<file path="config.mk">
export PLATFORM = sky130hd
export DESIGN_NAME = touch_qualified_light_mode_controller_top_flat
export DESIGN_NICKNAME = d
export VERILOG_FILES = /design/src/tlmc_pkg.sv /design/src/tlmc_if.sv /design/src/touch_qualified_light_mode_controller_top.sv /design/src/flat_wrapper.sv
export SDC_FILE = /design/constraint.sdc
export NUM_CORES = 1
export LEC_CHECK = 0
export BUFFER_PORTS_ARGS = -buffer_cell sky130_fd_sc_hd__buf_4
export CORE_ASPECT_RATIO = 1.2
export CORE_MARGIN = 2
export CORE_UTILIZATION = 51
export DETAILED_ROUTE_END_ITERATION = 10
export HOLD_SLACK_MARGIN = 0.05
export PLACE_DENSITY = 0.83
export REMOVE_ABC_BUFFERS = 1
export SLEW_MARGIN = 20
export SYNTH_ARGS = -nofsm -noshare
export SYNTH_HDL_FRONTEND = slang
export SYNTH_SLANG_ARGS = --single-unit
export TNS_END_PERCENT = 100
</file>
<file path="constraint.sdc">
create_clock -name i_clk -period 6.42 [get_ports i_clk]
set_clock_uncertainty 0.2 [all_clocks]
set_input_delay 0.321 -clock i_clk [delete_from_list [all_inputs] [get_ports i_clk]]
set_output_delay 0.321 -clock i_clk [all_outputs]
set_load 0.1 [all_outputs]
</file>
<file path="src/tlmc_pkg.sv">
`timescale 1ns / 1ps
// Package for the touch-qualified light mode controller.
// Holds widths, reset values, mode and command codes and the color ROM.
// No dependencies.
package tlmc_pkg;

    localparam int SAMPLE_W   = 16;
    localparam int FRAC_W     = 16;
    localparam int BASE_W     = SAMPLE_W + FRAC_W;
    localparam int DEV_W      = BASE_W + 1;
    localparam int STEP_SHIFT = 10;
    localparam int COLOR_W    = 8;
    localparam int CIDX_W     = 3;
    localparam int APB_AW     = 4;
    localparam int APB_DW     = 32;

    localparam logic [15:0] THRESHOLD_RST   = 16'd15;
    localparam logic [7:0]  COUNT_LIMIT_RST = 8'd10;
    localparam logic [7:0]  DEBOUNCE_RST    = 8'd60;

    localparam logic [7:0] SPEED_ON    = 8'd50;
    localparam logic [7:0] SPEED_OFF   = 8'd100;
    localparam logic [7:0] SPEED_CYCLE = 8'd255;
    localparam logic [7:0] WHITE_LEVEL = 8'd120;
    localparam logic [7:0] RUN_MAX     = 8'd255;

    typedef enum logic [1:0] {
        MODE_OFF   = 2'd0,
        MODE_WHITE = 2'd1,
        MODE_CYCLE = 2'd2
    } t_mode;

    typedef enum logic [1:0] {
        LAMP_NONE = 2'd0,
        LAMP_ON   = 2'd1,
        LAMP_OFF  = 2'd2
    } t_white;

    typedef enum logic [1:0] {
        CFG_THRESHOLD   = 2'd0,
        CFG_COUNT_LIMIT = 2'd1,
        CFG_DEBOUNCE    = 2'd2
    } t_cfg_addr;

    typedef enum logic {
        OP_SAMPLE = 1'b0,
        OP_TICK   = 1'b1
    } t_op;

    typedef struct packed {
        logic [COLOR_W-1:0] red;
        logic [COLOR_W-1:0] green;
        logic [COLOR_W-1:0] blue;
    } t_rgb;

    typedef struct packed {
        logic [1:0]          light_mode;
        logic                fade_valid;
        t_rgb                fade_color;
        logic [7:0]          fade_speed;
        logic [1:0]          white_action;
        logic [SAMPLE_W-1:0] touch_delta;
    } t_result;

    function automatic t_rgb f_color_rom(input logic [CIDX_W-1:0] idx);
        t_rgb c;
        case (idx)
            3'd0:    c = '{8'd255, 8'd0,   8'd0};
            3'd1:    c = '{8'd255, 8'd255, 8'd0};
            3'd2:    c = '{8'd0,   8'd255, 8'd0};
            3'd3:    c = '{8'd0,   8'd255, 8'd255};
            3'd4:    c = '{8'd0,   8'd0,   8'd255};
            3'd5:    c = '{8'd255, 8'd0,   8'd255};
            3'd6:    c = '{8'd255, 8'd255, 8'd255};
            default: c = '{8'd255, 8'd120, 8'd0};
        endcase
        return c;
    endfunction

endpackage

</file>
<file path="src/tlmc_if.sv">
`timescale 1ns / 1ps
// Valid/ready channel interfaces for the light mode controller.
// Depends on tlmc_pkg for field widths.
interface tlmc_in_if import tlmc_pkg::*; ();
    logic                valid;
    logic                ready;
    logic                operation;
    logic [SAMPLE_W-1:0] sample_value;

    modport source (output valid, output operation, output sample_value, input ready);
    modport sink   (input valid, input operation, input sample_value, output ready);
endinterface

interface tlmc_out_if import tlmc_pkg::*; ();
    logic                valid;
    logic                ready;
    logic [1:0]          light_mode;
    logic                fade_valid;
    logic [COLOR_W-1:0]  fade_red;
    logic [COLOR_W-1:0]  fade_green;
    logic [COLOR_W-1:0]  fade_blue;
    logic [7:0]          fade_speed;
    logic [1:0]          white_action;
    logic [SAMPLE_W-1:0] touch_delta;

    modport source (
        output valid, output light_mode, output fade_valid, output fade_red,
        output fade_green, output fade_blue, output fade_speed,
        output white_action, output touch_delta, input ready
    );
    modport sink (
        input valid, input light_mode, input fade_valid, input fade_red,
        input fade_green, input fade_blue, input fade_speed,
        input white_action, input touch_delta, output ready
    );
endinterface

</file>
<file path="src/touch_qualified_light_mode_controller_top.sv">
`timescale 1ns / 1ps
// Touch-qualified light mode controller, top level.
// Latency: a result is valid in the cycle after its input transaction.
// Throughput: one transaction per cycle unless o_out stalls; output register frees as taken.
// Reset (i_rst_n low, synchronous): state and output valid clear, registers load 15, 10, 60.
// Depends on tlmc_pkg and tlmc_if.
module touch_qualified_light_mode_controller_top import tlmc_pkg::*; (
    input  logic              i_clk,
    input  logic              i_rst_n,
    tlmc_in_if.sink           i_in,
    tlmc_out_if.source        o_out,
    input  logic              psel,
    input  logic              penable,
    input  logic              pwrite,
    input  logic [APB_AW-1:0] paddr,
    input  logic [APB_DW-1:0] pwdata,
    output logic [APB_DW-1:0] prdata,
    output logic              pready
);

    logic [15:0]         r_threshold;
    logic [7:0]          r_count_limit;
    logic [7:0]          r_debounce_ticks;

    logic [BASE_W-1:0]   r_baseline, n_baseline;
    logic                r_loaded, n_loaded;
    logic [7:0]          r_run, n_run;
    logic [7:0]          r_debounce, n_debounce;
    t_mode               r_mode, n_mode;
    logic [7:0]          r_phase, n_phase;
    logic [CIDX_W-1:0]   r_cidx, n_cidx;

    t_result             r_out, n_out;
    logic                r_out_valid;

    logic                w_accept;
    logic                w_cfg_wr;
    logic [BASE_W-1:0]   w_target;
    logic signed [DEV_W-1:0] w_dev;
    logic signed [DEV_W-1:0] w_step;
    logic [DEV_W-1:0]    w_abs;
    logic [SAMPLE_W-1:0] w_delta;
    logic [7:0]          w_run_inc;
    logic                w_fire;
    logic                w_take;
    logic                w_wrap;

    assign pready   = 1'b1;
    assign w_cfg_wr = psel && penable && pwrite && pready;
    assign i_in.ready = !r_out_valid || o_out.ready;
    assign w_accept   = i_in.valid && i_in.ready;

    always_ff @(posedge i_clk) begin
        if (!i_rst_n) begin
            r_threshold      <= THRESHOLD_RST;
            r_count_limit    <= COUNT_LIMIT_RST;
            r_debounce_ticks <= DEBOUNCE_RST;
        end else if (w_cfg_wr) begin
            unique case (t_cfg_addr'(paddr[3:2]))
                CFG_THRESHOLD:   r_threshold      <= pwdata[15:0];
                CFG_COUNT_LIMIT: r_count_limit    <= pwdata[7:0];
                CFG_DEBOUNCE:    r_debounce_ticks <= pwdata[7:0];
                default: ;
            endcase
        end
    end

    always_comb begin
        unique case (t_cfg_addr'(paddr[3:2]))
            CFG_THRESHOLD:   prdata = {16'd0, r_threshold};
            CFG_COUNT_LIMIT: prdata = {24'd0, r_count_limit};
            CFG_DEBOUNCE:    prdata = {24'd0, r_debounce_ticks};
            default:         prdata = '0;
        endcase
    end

    // baseline filter, deviation kept to one extra sign bit
    assign w_target = {i_in.sample_value, {FRAC_W{1'b0}}};
    assign w_dev    = $signed({1'b0, w_target}) - $signed({1'b0, r_baseline});
    assign w_step   = w_dev[DEV_W-1]
                    ? ((w_dev + DEV_W'(33'sd1023)) >>> STEP_SHIFT)
                    : (w_dev >>> STEP_SHIFT);
    assign w_abs    = w_dev[DEV_W-1] ? DEV_W'(-w_dev) : DEV_W'(w_dev);
    assign w_delta  = r_loaded ? w_abs[BASE_W-1:FRAC_W] : '0;

    assign w_run_inc = (w_delta > r_threshold)
                     ? ((r_run == RUN_MAX) ? r_run : r_run + 8'd1) : 8'd0;
    assign w_fire    = (i_in.operation == OP_SAMPLE) && (w_run_inc > r_count_limit);
    assign w_take    = w_fire && (r_debounce == 8'd0);
    assign w_wrap    = (i_in.operation == OP_TICK) && (r_mode == MODE_CYCLE)
                     && (r_phase == 8'd255);

    // next state
    always_comb begin
        n_baseline = r_baseline;
        n_loaded   = r_loaded;
        n_run      = r_run;
        n_debounce = r_debounce;
        n_mode     = r_mode;
        n_phase    = r_phase;
        n_cidx     = r_cidx;
        if (i_in.operation == OP_TICK) begin
            if (r_debounce != 8'd0) begin
                n_debounce = r_debounce - 8'd1;
            end
            if (r_mode == MODE_CYCLE) begin
                n_phase = r_phase + 8'd1;
                if (w_wrap) begin
                    n_cidx = r_cidx + CIDX_W'(1);
                end
            end
        end else begin
            n_loaded   = 1'b1;
            n_baseline = r_loaded ? (r_baseline + w_step[BASE_W-1:0]) : w_target;
            n_run      = w_fire ? 8'd0 : w_run_inc;
            if (w_take) begin
                n_debounce = r_debounce_ticks;
                unique case (r_mode)
                    MODE_OFF:   n_mode = MODE_WHITE;
                    MODE_WHITE: n_mode = MODE_CYCLE;
                    MODE_CYCLE: n_mode = MODE_OFF;
                    default:    n_mode = r_mode;
                endcase
            end
        end
    end

    // result
    always_comb begin
        n_out              = '0;
        n_out.light_mode   = n_mode;
        if (i_in.operation == OP_TICK) begin
            if (w_wrap) begin
                n_out.fade_valid = 1'b1;
                n_out.fade_color = f_color_rom(r_cidx + CIDX_W'(1));
                n_out.fade_speed = SPEED_CYCLE;
            end
        end else begin
            n_out.touch_delta = w_delta;
            if (w_take) begin
                unique case (r_mode)
                    MODE_OFF: begin
                        n_out.fade_valid   = 1'b1;
                        n_out.fade_color   = '{WHITE_LEVEL, WHITE_LEVEL, 8'd0};
                        n_out.fade_speed   = SPEED_ON;
                        n_out.white_action = LAMP_ON;
                    end
                    MODE_WHITE: n_out.white_action = LAMP_OFF;
                    MODE_CYCLE: begin
                        n_out.fade_valid = 1'b1;
                        n_out.fade_speed = SPEED_OFF;
                    end
                    default: ;
                endcase
            end
        end
    end

    always_ff @(posedge i_clk) begin
        if (!i_rst_n) begin
            r_baseline  <= '0;
            r_loaded    <= 1'b0;
            r_run       <= '0;
            r_debounce  <= '0;
            r_mode      <= MODE_OFF;
            r_phase     <= '0;
            r_cidx      <= '0;
            r_out_valid <= 1'b0;
        end else begin
            if (w_accept) begin
                r_baseline <= n_baseline;
                r_loaded   <= n_loaded;
                r_run      <= n_run;
                r_debounce <= n_debounce;
                r_mode     <= n_mode;
                r_phase    <= n_phase;
                r_cidx     <= n_cidx;
                r_out_valid <= 1'b1;
            end else if (o_out.ready) begin
                r_out_valid <= 1'b0;
            end
        end
    end

    always_ff @(posedge i_clk) begin
        if (w_accept) begin
            r_out <= n_out;
        end
    end

    assign o_out.valid        = r_out_valid;
    assign o_out.light_mode   = r_out.light_mode;
    assign o_out.fade_valid   = r_out.fade_valid;
    assign o_out.fade_red     = r_out.fade_color.red;
    assign o_out.fade_green   = r_out.fade_color.green;
    assign o_out.fade_blue    = r_out.fade_color.blue;
    assign o_out.fade_speed   = r_out.fade_speed;
    assign o_out.white_action = r_out.white_action;
    assign o_out.touch_delta  = r_out.touch_delta;

    a_mode_only_on_accept: assert property (@(posedge i_clk) disable iff (!i_rst_n)
        (r_mode != $past(r_mode)) |-> $past(w_accept))
        else $error("mode changed without a transaction");

    a_mode_change_loads_debounce: assert property (@(posedge i_clk) disable iff (!i_rst_n)
        w_accept && w_take |=> (r_debounce == $past(r_debounce_ticks)))
        else $error("touch did not load debounce");

    a_lamp_on_mode: assert property (@(posedge i_clk) disable iff (!i_rst_n)
        r_out_valid && (r_out.white_action == LAMP_ON) |-> (r_out.light_mode == MODE_WHITE))
        else $error("white on issued outside white mode");

    a_fade_speed_legal: assert property (@(posedge i_clk) disable iff (!i_rst_n)
        r_out_valid && r_out.fade_valid |->
        (r_out.fade_speed == SPEED_ON) || (r_out.fade_speed == SPEED_OFF)
        || (r_out.fade_speed == SPEED_CYCLE))
        else $error("fade issued with unexpected speed");

endmodule
</file>
<file path="src/flat_wrapper.sv">
// flat-port wrapper written by rule: the top's interface ports become plain ports
module touch_qualified_light_mode_controller_top_flat import tlmc_pkg::*;
  (i_clk, i_rst_n, psel, penable, pwrite, paddr, pwdata, prdata, pready, i_in_valid, i_in_operation, i_in_sample_value, i_in_ready, o_out_valid, o_out_light_mode, o_out_fade_valid, o_out_fade_red, o_out_fade_green, o_out_fade_blue, o_out_fade_speed, o_out_white_action, o_out_touch_delta, o_out_ready);
  tlmc_in_if i_in_i ();
  tlmc_out_if o_out_i ();
  input  logic i_clk;
  input  logic i_rst_n;
  input  logic psel;
  input  logic penable;
  input  logic pwrite;
  input  logic [APB_AW-1:0] paddr;
  input  logic [APB_DW-1:0] pwdata;
  output logic [APB_DW-1:0] prdata;
  output logic pready;
  input wire logic [$bits(i_in_i.valid)-1:0] i_in_valid;
  input wire logic [$bits(i_in_i.operation)-1:0] i_in_operation;
  input wire logic [$bits(i_in_i.sample_value)-1:0] i_in_sample_value;
  output wire logic [$bits(i_in_i.ready)-1:0] i_in_ready;
  output wire logic [$bits(o_out_i.valid)-1:0] o_out_valid;
  output wire logic [$bits(o_out_i.light_mode)-1:0] o_out_light_mode;
  output wire logic [$bits(o_out_i.fade_valid)-1:0] o_out_fade_valid;
  output wire logic [$bits(o_out_i.fade_red)-1:0] o_out_fade_red;
  output wire logic [$bits(o_out_i.fade_green)-1:0] o_out_fade_green;
  output wire logic [$bits(o_out_i.fade_blue)-1:0] o_out_fade_blue;
  output wire logic [$bits(o_out_i.fade_speed)-1:0] o_out_fade_speed;
  output wire logic [$bits(o_out_i.white_action)-1:0] o_out_white_action;
  output wire logic [$bits(o_out_i.touch_delta)-1:0] o_out_touch_delta;
  input wire logic [$bits(o_out_i.ready)-1:0] o_out_ready;
  assign i_in_i.valid = i_in_valid;
  assign i_in_i.operation = i_in_operation;
  assign i_in_i.sample_value = i_in_sample_value;
  assign i_in_ready = i_in_i.ready;
  assign o_out_valid = o_out_i.valid;
  assign o_out_light_mode = o_out_i.light_mode;
  assign o_out_fade_valid = o_out_i.fade_valid;
  assign o_out_fade_red = o_out_i.fade_red;
  assign o_out_fade_green = o_out_i.fade_green;
  assign o_out_fade_blue = o_out_i.fade_blue;
  assign o_out_fade_speed = o_out_i.fade_speed;
  assign o_out_white_action = o_out_i.white_action;
  assign o_out_touch_delta = o_out_i.touch_delta;
  assign o_out_i.ready = o_out_ready;
  touch_qualified_light_mode_controller_top u_core (.i_clk(i_clk), .i_rst_n(i_rst_n), .i_in(i_in_i), .o_out(o_out_i), .psel(psel), .penable(penable), .pwrite(pwrite), .paddr(paddr), .pwdata(pwdata), .prdata(prdata), .pready(pready));
endmodule
</file>
After elaboration in Yosys (flattened, before gate mapping)

Cells that the tools add are included.

Output and inout port bits: 88
Bits in registers: 148
Input bits: 60
Word-level logic and storage cells: 93

Reduce and logical (&&, ||, !) cells: 25
Magnitude comparators: 2
Eq/ne operators: 13
Add/subtract/negate cells: 8
Mux-type cells: 24
Bitwise operators: 2

Operators by type and width:

| kind                                             | count |
|---|---|
| case mux 24 bit (7 select lines)                 | 1 |
| 2-to-1 mux 32 bit                                | 3 |
| 2-to-1 mux 33 bit                                | 2 |
| 2-to-1 mux 8 bit                                 | 6 |
| case mux 16 bit (3 select lines)                 | 1 |
| 2-to-1 mux 35 bit                                | 1 |
| adder 33 x 11 -> 33 bit, second input constant   | 1 |
| subtractor 32 x 32 -> 33 bit                     | 1 |
| adder 32 bit                                     | 1 |
| negator 32 bit                                   | 1 |
| 2-to-1 mux 23 bit                                | 1 |
| adder 8 x 1 -> 8 bit, second input constant      | 2 |
| == test 8 bit, second input constant             | 2 |
| greater-than comparator 16 bit                   | 1 |
| 2-to-1 mux 16 bit                                | 1 |
| case mux 7 bit (2 select lines)                  | 1 |
| == test 3 bit, second input constant             | 3 |
| greater-than comparator 8 bit                    | 1 |
| logical NOT 8 bit                                | 1 |
| AND reduction 2 bit                              | 4 |
| nonzero test 8 bit                               | 1 |
| subtractor 8 x 1 -> 8 bit, second input constant | 1 |
| logical AND 1 bit                                | 7 |
| == test 3 x 2 -> 1 bit, second input constant    | 2 |
| 18 further kinds                                 | 28 |

Longest topological paths before layout

Gate-level depths: netlist of run 1.

Word-level depth: 11
Gate-level depth with buffers: 39
Mapped depth without buffers: 35

Least setup slack after synthesis of run 1

Ideal clock, no wire load.

Path kind: register -> register
From: reg u_core.r_baseline[18]
To: reg u_core.r_debounce[3]
Cell stages (with the launch flop): 38
Setup slack: -0.603 ns
Arrival: 6.691 ns
Data required time: 6.088 ns
Path buffers: 3
Setup time: 0.132 ns
Path through: dfxtp_1 inv_1 ha_1 and3_1 and3_1 a211oi_2 o31ai_2 o31ai_1 nor2b_1 o21a_1 buf_2 clkbuf_1 nand2_1 xnor2_1 and2_1 ha_1 nor2b_1 o21a_1 (+2 left out) a21oi_1 nor2_1 o31ai_1 o211ai_1 nand2_1 nor2_1 ha_1 nor2b_1 o21ai_0 nand2b_1 a21oi_1 o21ai_0 o211ai_1 nor3_1 o21ai_1 clkbuf_1 o21ai_0 a21oi_1

Elaborated cells between the ends (all ways): 11

RTL lines:

| element                              | RTL line                                         | text |
|---|---|---|
| start, declared                      | touch_qualified_light_mode_controller_top.sv:25  | `logic [BASE_W-1:0] r_baseline, n_baseline;` |
| start signal, assigned               | touch_qualified_light_mode_controller_top.sv:171 | `r_baseline <= n_baseline;` |
| subtractor 32 x 32 -> 33 bit         | touch_qualified_light_mode_controller_top.sv:79  | `assign w_dev = $signed({1'b0, w_target}) - $signed({1'b0, r_baseline});` |
| 2-to-1 mux 32 bit                    | touch_qualified_light_mode_controller_top.sv:83  | `assign w_abs = w_dev[DEV_W-1] ? DEV_W'(-w_dev) : DEV_W'(w_dev);` |
| 2-to-1 mux 16 bit                    | touch_qualified_light_mode_controller_top.sv:84  | `assign w_delta = r_loaded ? w_abs[BASE_W-1:FRAC_W] : '0;` |
| via u_core.w_delta[1]                | touch_qualified_light_mode_controller_top.sv:42  | `logic [SAMPLE_W-1:0] w_delta;` |
| greater-than comparator 16 bit       | touch_qualified_light_mode_controller_top.sv:86  | `assign w_run_inc = (w_delta > r_threshold)` |
| 2-to-1 mux 8 bit                     | touch_qualified_light_mode_controller_top.sv:87  | `? ((r_run == RUN_MAX) ? r_run : r_run + 8'd1) : 8'd0;` |
| greater-than comparator 8 bit        | touch_qualified_light_mode_controller_top.sv:88  | `assign w_fire = (i_in.operation == OP_SAMPLE) && (w_run_inc > r_count_limit);` |
| logical AND 1 bit                    | touch_qualified_light_mode_controller_top.sv:88  |  |
| logical AND 1 bit                    | touch_qualified_light_mode_controller_top.sv:89  | `assign w_take = w_fire && (r_debounce == 8'd0);` |
| nonzero test 2 bit (no source line)  | n/a                                              |  |
| AND reduction 3 bit (no source line) | n/a                                              |  |
| end signal, assigned                 | touch_qualified_light_mode_controller_top.sv:174 | `r_debounce <= n_debounce;` |
| end, declared                        | touch_qualified_light_mode_controller_top.sv:28  | `logic [7:0] r_debounce, n_debounce;` |

The timed path passes the listed nets, and every way through them passes these cells.
A chain may end at the register's enable or synchronous reset.

Worst setup path after layout of run 1

From: reg u_core.r_baseline[1]
To: reg u_core.r_debounce[2]

Longest elaborated chain between the ends: 11

RTL lines:

| element                                | RTL line |
|---|---|
| subtractor 32 x 32 -> 33 bit *         | touch_qualified_light_mode_controller_top.sv:79 |
| negator 32 bit                         | touch_qualified_light_mode_controller_top.sv:83 |
| 2-to-1 mux 32 bit *                    | touch_qualified_light_mode_controller_top.sv:83 |
| 2-to-1 mux 16 bit *                    | touch_qualified_light_mode_controller_top.sv:84 |
| via u_core.w_delta[14]                 | touch_qualified_light_mode_controller_top.sv:42 |
| greater-than comparator 16 bit *       | touch_qualified_light_mode_controller_top.sv:86 |
| 2-to-1 mux 8 bit *                     | touch_qualified_light_mode_controller_top.sv:87 |
| greater-than comparator 8 bit *        | touch_qualified_light_mode_controller_top.sv:88 |
| logical AND 1 bit *                    | touch_qualified_light_mode_controller_top.sv:88 |
| logical AND 1 bit *                    | touch_qualified_light_mode_controller_top.sv:89 |
| nonzero test 2 bit (no source line) *  | n/a |
| AND reduction 3 bit (no source line) * | n/a |

Mark *: on every way through the listed nets, which the timed path passes. The rest lies on a longest branch.

==> results of run 1 <==
worst max path at each step:
stage                                             startpoint                                end  slack, ps  cells past startpoint
after floorplan           u_core.r_baseline[18]$_SDFFE_PN0P_  u_core.r_debounce[2]$_SDFFE_PN0P_       -630                     35
after global placement                  i_in_sample_value[2]  u_core.r_debounce[6]$_SDFFE_PN0P_       -170                     33
after detailed placement                i_in_sample_value[2]  u_core.r_debounce[0]$_SDFFE_PN0P_       -320                     34
after CTS                  u_core.r_baseline[1]$_SDFFE_PN0P_  u_core.r_debounce[5]$_SDFFE_PN0P_       -100                     35
after global routing       u_core.r_baseline[1]$_SDFFE_PN0P_  u_core.r_debounce[0]$_SDFFE_PN0P_       -760                     33
final                      u_core.r_baseline[1]$_SDFFE_PN0P_  u_core.r_debounce[2]$_SDFFE_PN0P_       -650                     31
registers in the layout, indices dropped and copies added, names as in the netlist, 3 cells and up:
signal and flops:
u_core.r_count_limit 8, u_core.r_phase 8, u_core.o_out.touch_delta 16, u_core.r_cidx 3, u_core.r_baseline 32, u_core.r_debounce_ticks 8, u_core.r_debounce 8, u_core.r_run 8
u_core.o_out.fade_speed 4, u_core.r_threshold 16
synth_stat cells, types with 9 or more instances:
| cell | instances |
|---|---|
| a211oi_1 | 21 |
| a21o_1 | 27 |
| a21oi_1 | 89 |
| a22oi_1 | 18 |
| a31oi_1 | 11 |
| and2_1 | 22 |
| and3_1 | 22 |
| buf_4 | 41 |
| clkbuf_1 | 40 |
| dfxtp_1 | 95 |
| edfxtp_1 | 29 |
| ha_1 | 82 |
| inv_1 | 64 |
| mux2i_1 | 34 |
| nand2_1 | 117 |
| nand3_1 | 32 |
| nand4_1 | 18 |
| nor2_1 | 116 |
| nor2b_1 | 16 |
| nor3_1 | 25 |
| o211ai_1 | 11 |
| o21a_1 | 9 |
| o21ai_0 | 44 |
| or3_1 | 17 |
| xnor2_1 | 59 |
| xor2_1 | 30 |
cell families after synthesis:
kind of cell | share of synthesized area, %
AND/OR/NAND/NOR | 22.1
AO/OA/AOI/OAI | 19.1
buffers and inverters | 7.62
flip-flops | 27.9
XOR/XNOR | 9.23
adder cells (fa/ha/maj) | 10.5
multiplexers | 3.43
other | 0.0757
routing by layer:
| metal | GRT usage [%] | wire, µm | up-vias |
|---|---|---|---|
| li1 | - | - | 4803 |
| met1 | 31.8 | 12600 | 5082 |
| met2 | 54.9 | 17600 | 929 |
| met4 | 17.8 | 2710 | 2 |
| met5 | 0 | 11 | - |
| met3 | 6.19 | 3620 | 312 |
power by group through the flow:
stage	combinational, mW	sequential, mW	clock (mW)
2_1_floorplan	0.748	1.02	0
6_report	1.62	0.873	1.00
3_5_place_dp	1.27	0.883	0
5_1_grt	1.70	0.876	1.03
4_1_cts	1.39	0.868	0.973
3_3_place_gp	1.24	0.882	0
worst min-delay path: stages:
cell,delay [ps]
buf_4,120
mux2i_1,120
a211oi_1,80
what timing repair did:
item / in CTS / in global routing
gates cloned: 0 / 0
endpoints found under the hold margin: 35 / 0
setup endpoints to repair: 31 / 39
resized for setup: 51 / 94
setup buffers: 57 / 16
pin swaps: 33 / 63
hold buffers: 25 / 0
per-stage QoR:
stage               TNS, ps  setup WS (ps)  utilization, %
floorplan             -5570           -627               -
detailed placement    -5330           -324            60.9
CTS                    -882           -104            68.4
global placement      -1980           -168            60.9
global route         -16520           -764            71.2
finish               -13400           -650            71.2
cell type report:
cell class / instances / area, µm² / share of cell area, %
flip-flops and latches: 124 / 2780 / 20.5
multi-input cells: 951 / 7070 / 52.3
clock inverters: 13 / 150 / 1.11
inverters: 67 / 251 / 1.86
clock buffers: 19 / 433 / 3.20
well taps: 256 / 320 / 2.37
repair buffers: 323 / 2530 / 18.7
==> results_dict.tcl, run 1 <==
set metrics [dict create \
    violations "negative setup slack" \
    die_h_um 157 \
    drive_gt1_share_pct 31.1 \
    ys_seq_area_share_pct 27.9 \
    hp-class "input port to flip-flop" \
    intPower_mw 2.10 \
    ios 148 \
    rows 55 \
    cts.clk_slew.worst_paths_ps 60 \
    maxSlewHeadroom_pct 27.2 \
    setup_ws_ps -650 \
    startpoint_type "flip-flop" \
    die-area_mm2 0.0206 \
    r2r_cells 31 \
    holdWs_ps 49.0 \
    synth-seq-cells 124 \
    drc 0 \
    numPortBuffers 112 \
    cp.required_ps 6510 \
    routed_wl_mm 36.6 \
    fmaxAchievable_mhz 141 \
    grt_first_pass_wirelength_mm 50.4 \
    synth_cell_type_count 91 \
    synth_area_leaders "dfxtp_1, ha_1, edfxtp_1" \
    worstPathMaxFanout 8 \
    p_leak_nw 6.00 \
    ys_async_sr_fraction_pct 0 \
    p_clk_share_pct 28.6 \
    grt_pass1_vias 10500 \
    layout_min_cycle_time_ps 7070 \
    ctsRootBufferMaster "clkbuf_16" \
    grt-ovfl-total 0 \
    switching_share_pct 39.9 \
    whs_endpoint "u_core.r_baseline[23]$_SDFFE_PN0P_" \
    place_area_mm2 0.0116 \
    place.gp.congestion 0.927 \
    hold_start "i_in_sample_value[7]" \
    cts_tree "yes" \
    drt_pass1_iterations 7 \
    insertion_delay_ps 450 \
    rsz0062_at_grt "yes" \
    clock-sinks 124 \
    vias_per_cell 6.35 \
    final_cell_mix "buf_4, nand2_1, nor2_1" \
    p_sw_mw 1.40 \
    max_cap_violations 0 \
    crit_type "flip-flop to flip-flop" \
    ir_worst_vdd_uv 235 \
    grt_max_degree 79 \
    final_max_slew_viol_count 0 \
    seq_power_share_pct 25.0 \
    cp_slowest_cell "or4_4" \
    drt_iter0_drc 1482 \
    fin_nets 1627 \
    cts_buffer_depth 2 \
    die_w_um 131 \
    rr_endpoint "u_core.r_debounce[2]$_SDFFE_PN0P_" \
    nFillCells 1228 \
    antenna_found_initial 1 \
    numCtsBuffers 17 \
    synthFlopType "dfxtp_1" \
    synth_edf_count 29 \
    design_area_mm2 0.0135 \
    initial_core_util_pct 52.2 \
    place_hpwl_mm 19.2 \
    area_growth_pct 36.4 \
    synth_top_area_share_pct 19.2 \
    antenna_left 0 \
    combPwrFrac_pct 46.4 \
    layout_commonest_cell "buf_4" \
    worst_setup_path_end_kind "flip-flop" \
    yosys.area.top_type "dfxtp_1" \
    period_share_pct 110 \
    finalPower_mw 3.50 \
    final-setup-viol-count 28 \
    hold_depth 3 \
    cp_top_family "simple AND/OR/NAND/NOR gates" \
    synth_cells 1217 \
    syn_area_mm2 0.00992 \
    track_usage_pct 29.9 \
    synth.avg_cell_area_um2 8.15 \
    place_inst 1632 \
    cp_slowest_stage_delay_ps 520 \
    path_buf_inv 5 \
    yosys_warnings 0 \
    finalHoldViolations 0 \
    cellPowerDensity_mw_per_mm2 258 \
    status "finished, violations left" \
    post_drt_wl_per_cell_um 20.8 \
    h-tree-depth 4 \
    r2r-start "u_core.r_baseline[1]$_SDFFE_PN0P_" \
    via_count 11100 \
    crit_arrival_ps 7160 \
    stdcell_count 1753 \
    core_mm2 0.0190 \
    r2r_setup_slack_ps -650 \
    worst_pin_slew_ps 1090 \
    antenna_cells 0 \
]
(Power assumes the default switching activity.)
==> inputs of run 2 (changes only) <==
Settings changed: BUFFER_PORTS_ARGS -buffer_cell sky130_fd_sc_hd__buf_4 to default, DONT_BUFFER_PORTS from default to 1, PLACE_DENSITY 0.83 to 0.77.
==> run 2 against run 1 <==
Effect of this change:
- critical path type unchanged
- the flow still finishes with violations (negative setup slack)
- cell area fell by 2.2%
- sequential power increased by 8.4%
- largest power group unchanged
- power decreased by 4.1%
- global-route usage fell by 1.8 points
==> results_dict.tcl, run 2 (synthesized netlist as in run 1, its figures left out) <==
set metrics [dict create \
    rows 55 \
    ios 148 \
    final_cell_mix "buf_4, nand2_1, nor2_1" \
    insertion_delay_ps 430 \
    antenna_found_initial 0 \
    stdcell_count 1653 \
    drt_pass1_iterations 5 \
    cp.required_ps 6500 \
    fin_nets 1527 \
    grt_first_pass_wirelength_mm 47.1 \
    largest_reg_flops 32 \
    place_inst 1548 \
    drive_gt1_share_pct 26.5 \
    r2r-start "u_core.r_baseline[0]$_SDFFE_PN0P_" \
    post_drt_wl_per_cell_um 19.0 \
    r2r_setup_slack_ps -300 \
    rr_endpoint "u_core.r_debounce[5]$_SDFFE_PN0P_" \
    ctsRootBufferMaster "clkbuf_16" \
    core_mm2 0.0190 \
    numCtsBuffers 17 \
    drc 0 \
    worstPathMaxFanout 6 \
    top_register "u_core.r_baseline" \
    design_area_mm2 0.0132 \
    drt_iter0_drc 837 \
    cts.clk_slew.worst_paths_ps 60 \
    die_h_um 157 \
    rsz0062_at_grt "yes" \
    place_hpwl_mm 19.4 \
    crit_type "flip-flop to flip-flop" \
    numPortBuffers 0 \
    place_area_mm2 0.0113 \
    area_growth_pct 33.4 \
    cts_tree "yes" \
    vias_per_cell 6.05 \
    status "finished, violations left" \
    grt_util_met2_pct 51.5 \
    antenna_cells 0 \
    startpoint "u_core.r_baseline[0]$_SDFFE_PN0P_" \
    finish.utilization_pct 69.7 \
    die-area_mm2 0.0206 \
    r2r_cells 35 \
    routed_wl_mm 31.4 \
    use_met1_pct 30.5 \
    crit_arrival_ps 6800 \
    final-setup-viol-count 20 \
    clock-sinks 124 \
    finalPower_mw 3.35 \
    grt-ovfl-total 0 \
    p_leak_nw 5.65 \
    antenna_left 0 \
    h-tree-depth 4 \
    cellPowerDensity_mw_per_mm2 253 \
    max_cap_violations 0 \
    finalHoldViolations 0 \
    grt_pass1_vias 9783 \
    crit_path_end "u_core.r_debounce[5]$_SDFFE_PN0P_" \
    final_max_slew_viol_count 0 \
    layout_commonest_cell "buf_4" \
    met3_usage_pct 5.44 \
    track_usage_pct 28.1 \
    cp_slowest_cell "or4b_4" \
    fmaxAchievable_mhz 149 \
    cp_slowest_stage_delay_ps 510 \
    worst_setup_path_end_kind "flip-flop" \
    ir_worst_vdd_uv 210 \
    via_count 10000 \
    startpoint_type "flip-flop" \
    maxSlewHeadroom_pct 26.0 \
    hold_depth 2 \
    die_w_um 131 \
    period_share_pct 105 \
    violations "negative setup slack" \
    busiest_layer "met2" \
    setup_ws_ps -303 \
    initial_core_util_pct 52.2 \
    layout_min_cycle_time_ps 6720 \
    hp-class "input port to flip-flop" \
    path_common_cell "o21ai_1" \
    worst_pin_slew_ps 1110 \
    grt_max_degree 79 \
    cts_buffer_depth 2 \
    place.gp.congestion 0.913 \
]
run 2: cell count changes in the layout (fill, tap and decap cells not counted), sizes merged, moves of 4 or more:
cell         before  now
clkinvlp          0    4
clkbuf           19   24
buf             298  181
dlygate4sd3      25   40
clkinv           11    4
run 2: per-layer routing:
| metal | wire length (µm) | vias up |
|---|---|---|
| li1 | - | 4603 |
| met1 | 11900 | 4733 |
| met2 | 15800 | 533 |
| met3 | 2230 | 133 |
| met4 | 1500 | 0 |
| met5 | 0 | - |
run 2: per-stage QoR:
step,worst slack [ps],hold slack (ps),setup TNS (ps)
finish,-303,59.7,-3690
global route,-594,54.9,-10390
CTS,-68.3,53.7,-449
detailed placement,-277,200,-2900
global placement,-115,195,-429
floorplan,-627,193,-5570
run 2: how the worst min path moves through the flow:
stage / startpoint / slack [ps] / end
after floorplan: i_rst_n / 190 / u_core.r_debounce_ticks[2]$_SDFFE_PN1P_
final: i_in_operation / 60 / u_core.r_debounce[7]$_SDFFE_PN0P_
after global placement: i_rst_n / 190 / u_core.r_debounce_ticks[4]$_SDFFE_PN1P_
after CTS: i_in_operation / 50 / u_core.r_debounce[6]$_SDFFE_PN0P_
after global routing: i_in_operation / 50 / u_core.r_debounce[6]$_SDFFE_PN0P_
after detailed placement: i_rst_n / 200 / u_core.r_debounce_ticks[3]$_SDFFE_PN1P_
run 2: area by class of cell:
| class | count | area (µm²) |
|---|---|---|
| multi-input cells | 951 | 7120 |
| clock buffers | 22 | 517 |
| clock inverters | 10 | 76.3 |
| well taps | 256 | 320 |
| repair buffers | 223 | 2170 |
| fillers | 1293 | 5760 |
| inverters | 67 | 251 |
| flip-flops and latches | 124 | 2780 |
run 2: worst max-delay path: cells and delay by family, from the launching register on:
kind / cells / cell delay, ps
flip-flops: 1 / 320
XOR/XNOR: 2 / 330
adder cells (fa/ha/maj): 3 / 620
buffers and inverters: 2 / 240
AND/OR/NAND/NOR: 16 / 3120
AO/OA/AOI/OAI: 12 / 1730
run 2: what timing repair did:
item                                    4_1_cts  5_1_grt
hold endpoints to repair                     55        0
cloned                                        2        0
pin swaps                                    39       65
hold buffers                                 40        0
endpoints found under the setup margin       31       38
gates resized for setup                      71       79
buffers inserted                             16       17
run 2: power breakdown:
part	switching (mW)	internal [mW]
sequential	0.107	0.839
clock	0.390	0.573
combinational	0.834	0.611
total	1.33	2.02
==> inputs of run 3 (changes only) <==
Settings changed: SETUP_SLACK_MARGIN from default to 0.5.
==> run 3 against run 2 <==
Effect of this change:
- the flow finishes with violations (negative hold slack, negative setup slack)
- cell area up 2.4%
- critical path depth up 1
- clock power about the same
- power up 1.9%
- non-clock buffer count up 17
- sequential share of layout area down 0.50 points
- cell count up 1.0%
- register-to-register slack worse by 280 ps
- sequential cell count unchanged
- hold slack worse by 97 ps
- clock-buffer cell count unchanged
==> results_dict.tcl, run 3 (synthesized netlist as in run 1, its figures left out) <==
set metrics [dict create \
    finalHoldViolations 1 \
    rsz0062_at_grt "yes" \
    cellPowerDensity_mw_per_mm2 252 \
    layout_commonest_cell "buf_4" \
    cts_buffer_depth 2 \
    final_cell_mix "buf_4, nor2_1, nand2_1" \
    finalPower_mw 3.42 \
    core_mm2 0.0190 \
    place.gp.congestion 0.913 \
    die-area_mm2 0.0206 \
    antenna_cells 0 \
    worst_pin_slew_ps 1100 \
    setup_ws_ps -579 \
    area_growth_pct 36.5 \
    grt_util_met2_pct 52.9 \
    cp_slowest_cell "or4_4" \
    die_h_um 157 \
    grt_pass1_vias 9896 \
    met3_usage_pct 5.41 \
    die_w_um 131 \
    busiest_layer "met2" \
    rows 55 \
    startpoint "u_core.r_baseline[1]$_SDFFE_PN0P_" \
    via_count 10200 \
    cts_hold_buf 40 \
    vias_per_cell 6.13 \
    clock-sinks 124 \
    initial_core_util_pct 52.2 \
    violations "negative hold slack, negative setup slack" \
    crit_type "flip-flop to flip-flop" \
    status "finished, violations left" \
    ios 148 \
    crit_arrival_ps 7070 \
    ctsRootBufferMaster "clkbuf_16" \
    drt_pass1_iterations 7 \
    p_leak_nw 5.80 \
    place_hpwl_mm 19.4 \
    cp_slowest_stage_delay_ps 540 \
    post_drt_wl_per_cell_um 19.8 \
    worst_setup_path_end_kind "flip-flop" \
    hp-class "input port to flip-flop" \
    drive_gt1_share_pct 29.1 \
    layout_min_cycle_time_ps 7000 \
    ir_worst_vdd_uv 197 \
    drt_iter0_drc 972 \
    startpoint_type "flip-flop" \
    top_register "u_core.r_baseline" \
    hold_start "i_in_operation" \
    fin_nets 1544 \
    cp.required_ps 6490 \
    holdWs_ps -36.9 \
    grt_first_pass_wirelength_mm 48.2 \
    antenna_left 0 \
    maxSlewHeadroom_pct 26.4 \
    final_max_slew_viol_count 0 \
    use_met1_pct 31.5 \
    numCtsBuffers 17 \
    h-tree-depth 4 \
    insertion_delay_ps 430 \
    final-setup-viol-count 31 \
    routed_wl_mm 33.1 \
    cts_tree "yes" \
    max_cap_violations 0 \
    grt_max_degree 79 \
    drc 0 \
    largest_reg_flops 32 \
    grt-ovfl-total 0 \
    track_usage_pct 28.7 \
    r2r-start "u_core.r_baseline[1]$_SDFFE_PN0P_" \
    cts.clk_slew.worst_paths_ps 60 \
    worstPathMaxFanout 5 \
    fmaxAchievable_mhz 143 \
    antenna_found_initial 0 \
    period_share_pct 109 \
    numPortBuffers 0 \
]
-- run 3: what timing repair did --
item,in CTS,in global routing
endpoints found under the setup margin,39,41
resized for setup,118,75
cloned,2,0
setup buffers,28,20
pin swaps,61,74
endpoints found under the hold margin,55,4
-- run 3: metal layers --
metal | part of all wire [%] | wire length [µm]
met5 | 0 | 0
met4 | 5.1 | 1680
met3 | 7.3 | 2400
met2 | 51 | 16800
met1 | 37 | 12200
-- run 3: final cells by class --
type / instances / area [µm²]
inverters: 67 / 251
well taps: 256 / 320
clock buffers: 22 / 517
flip-flops and latches: 124 / 2780
repair buffers: 240 / 2320
fillers: 1237 / 5440
clock inverters: 10 / 76.3
multi-input cells: 951 / 7290
-- run 3: where the power goes --
group	internal, mW	switching (mW)
Clock	0.573	0.390
Sequential	0.839	0.108
Combinational	0.639	0.869
-- run 3: path summary, 6_finish.rpt --
check	to	slack [ps]	depth (start not counted)
hold / removal	u_core.r_debounce[1]$_SDFFE_PN0P_	-40	3
setup reg to reg	u_core.r_debounce[0]$_SDFFE_PN0P_	-580	36
hold reg to reg	u_core.r_threshold[9]$_SDFFE_PN0P_	260	2
setup / recovery	u_core.r_debounce[0]$_SDFFE_PN0P_	-580	36
-- run 3: per-stage QoR --
step | utilization, % | std cells | setup WS (ps) | TNS (ps) | area [µm²]
final | 71.3 | 1670 | -579 | -10890 | 13500
after global routing | 71.3 | 1670 | -783 | -17460 | 13500
after CTS | 68.5 | 1650 | -33.4 | -142 | 13000
after detailed placement | 59.7 | 1548 | -277 | -2900 | 11300
after global placement | 59.7 | 1548 | -115 | -429 | 11300
after floorplan | - | 1142 | -627 | -5570 | 9480
-- run 3: critical path: cells and delay by family, from the launching register on --
kind,cells,cell delay [ps]
AO/OA/AOI/OAI,13,2170
XOR/XNOR,2,280
adder cells (fa/ha/maj),3,480
buffers and inverters,4,590
flip-flops,1,340
AND/OR/NAND/NOR,14,2740
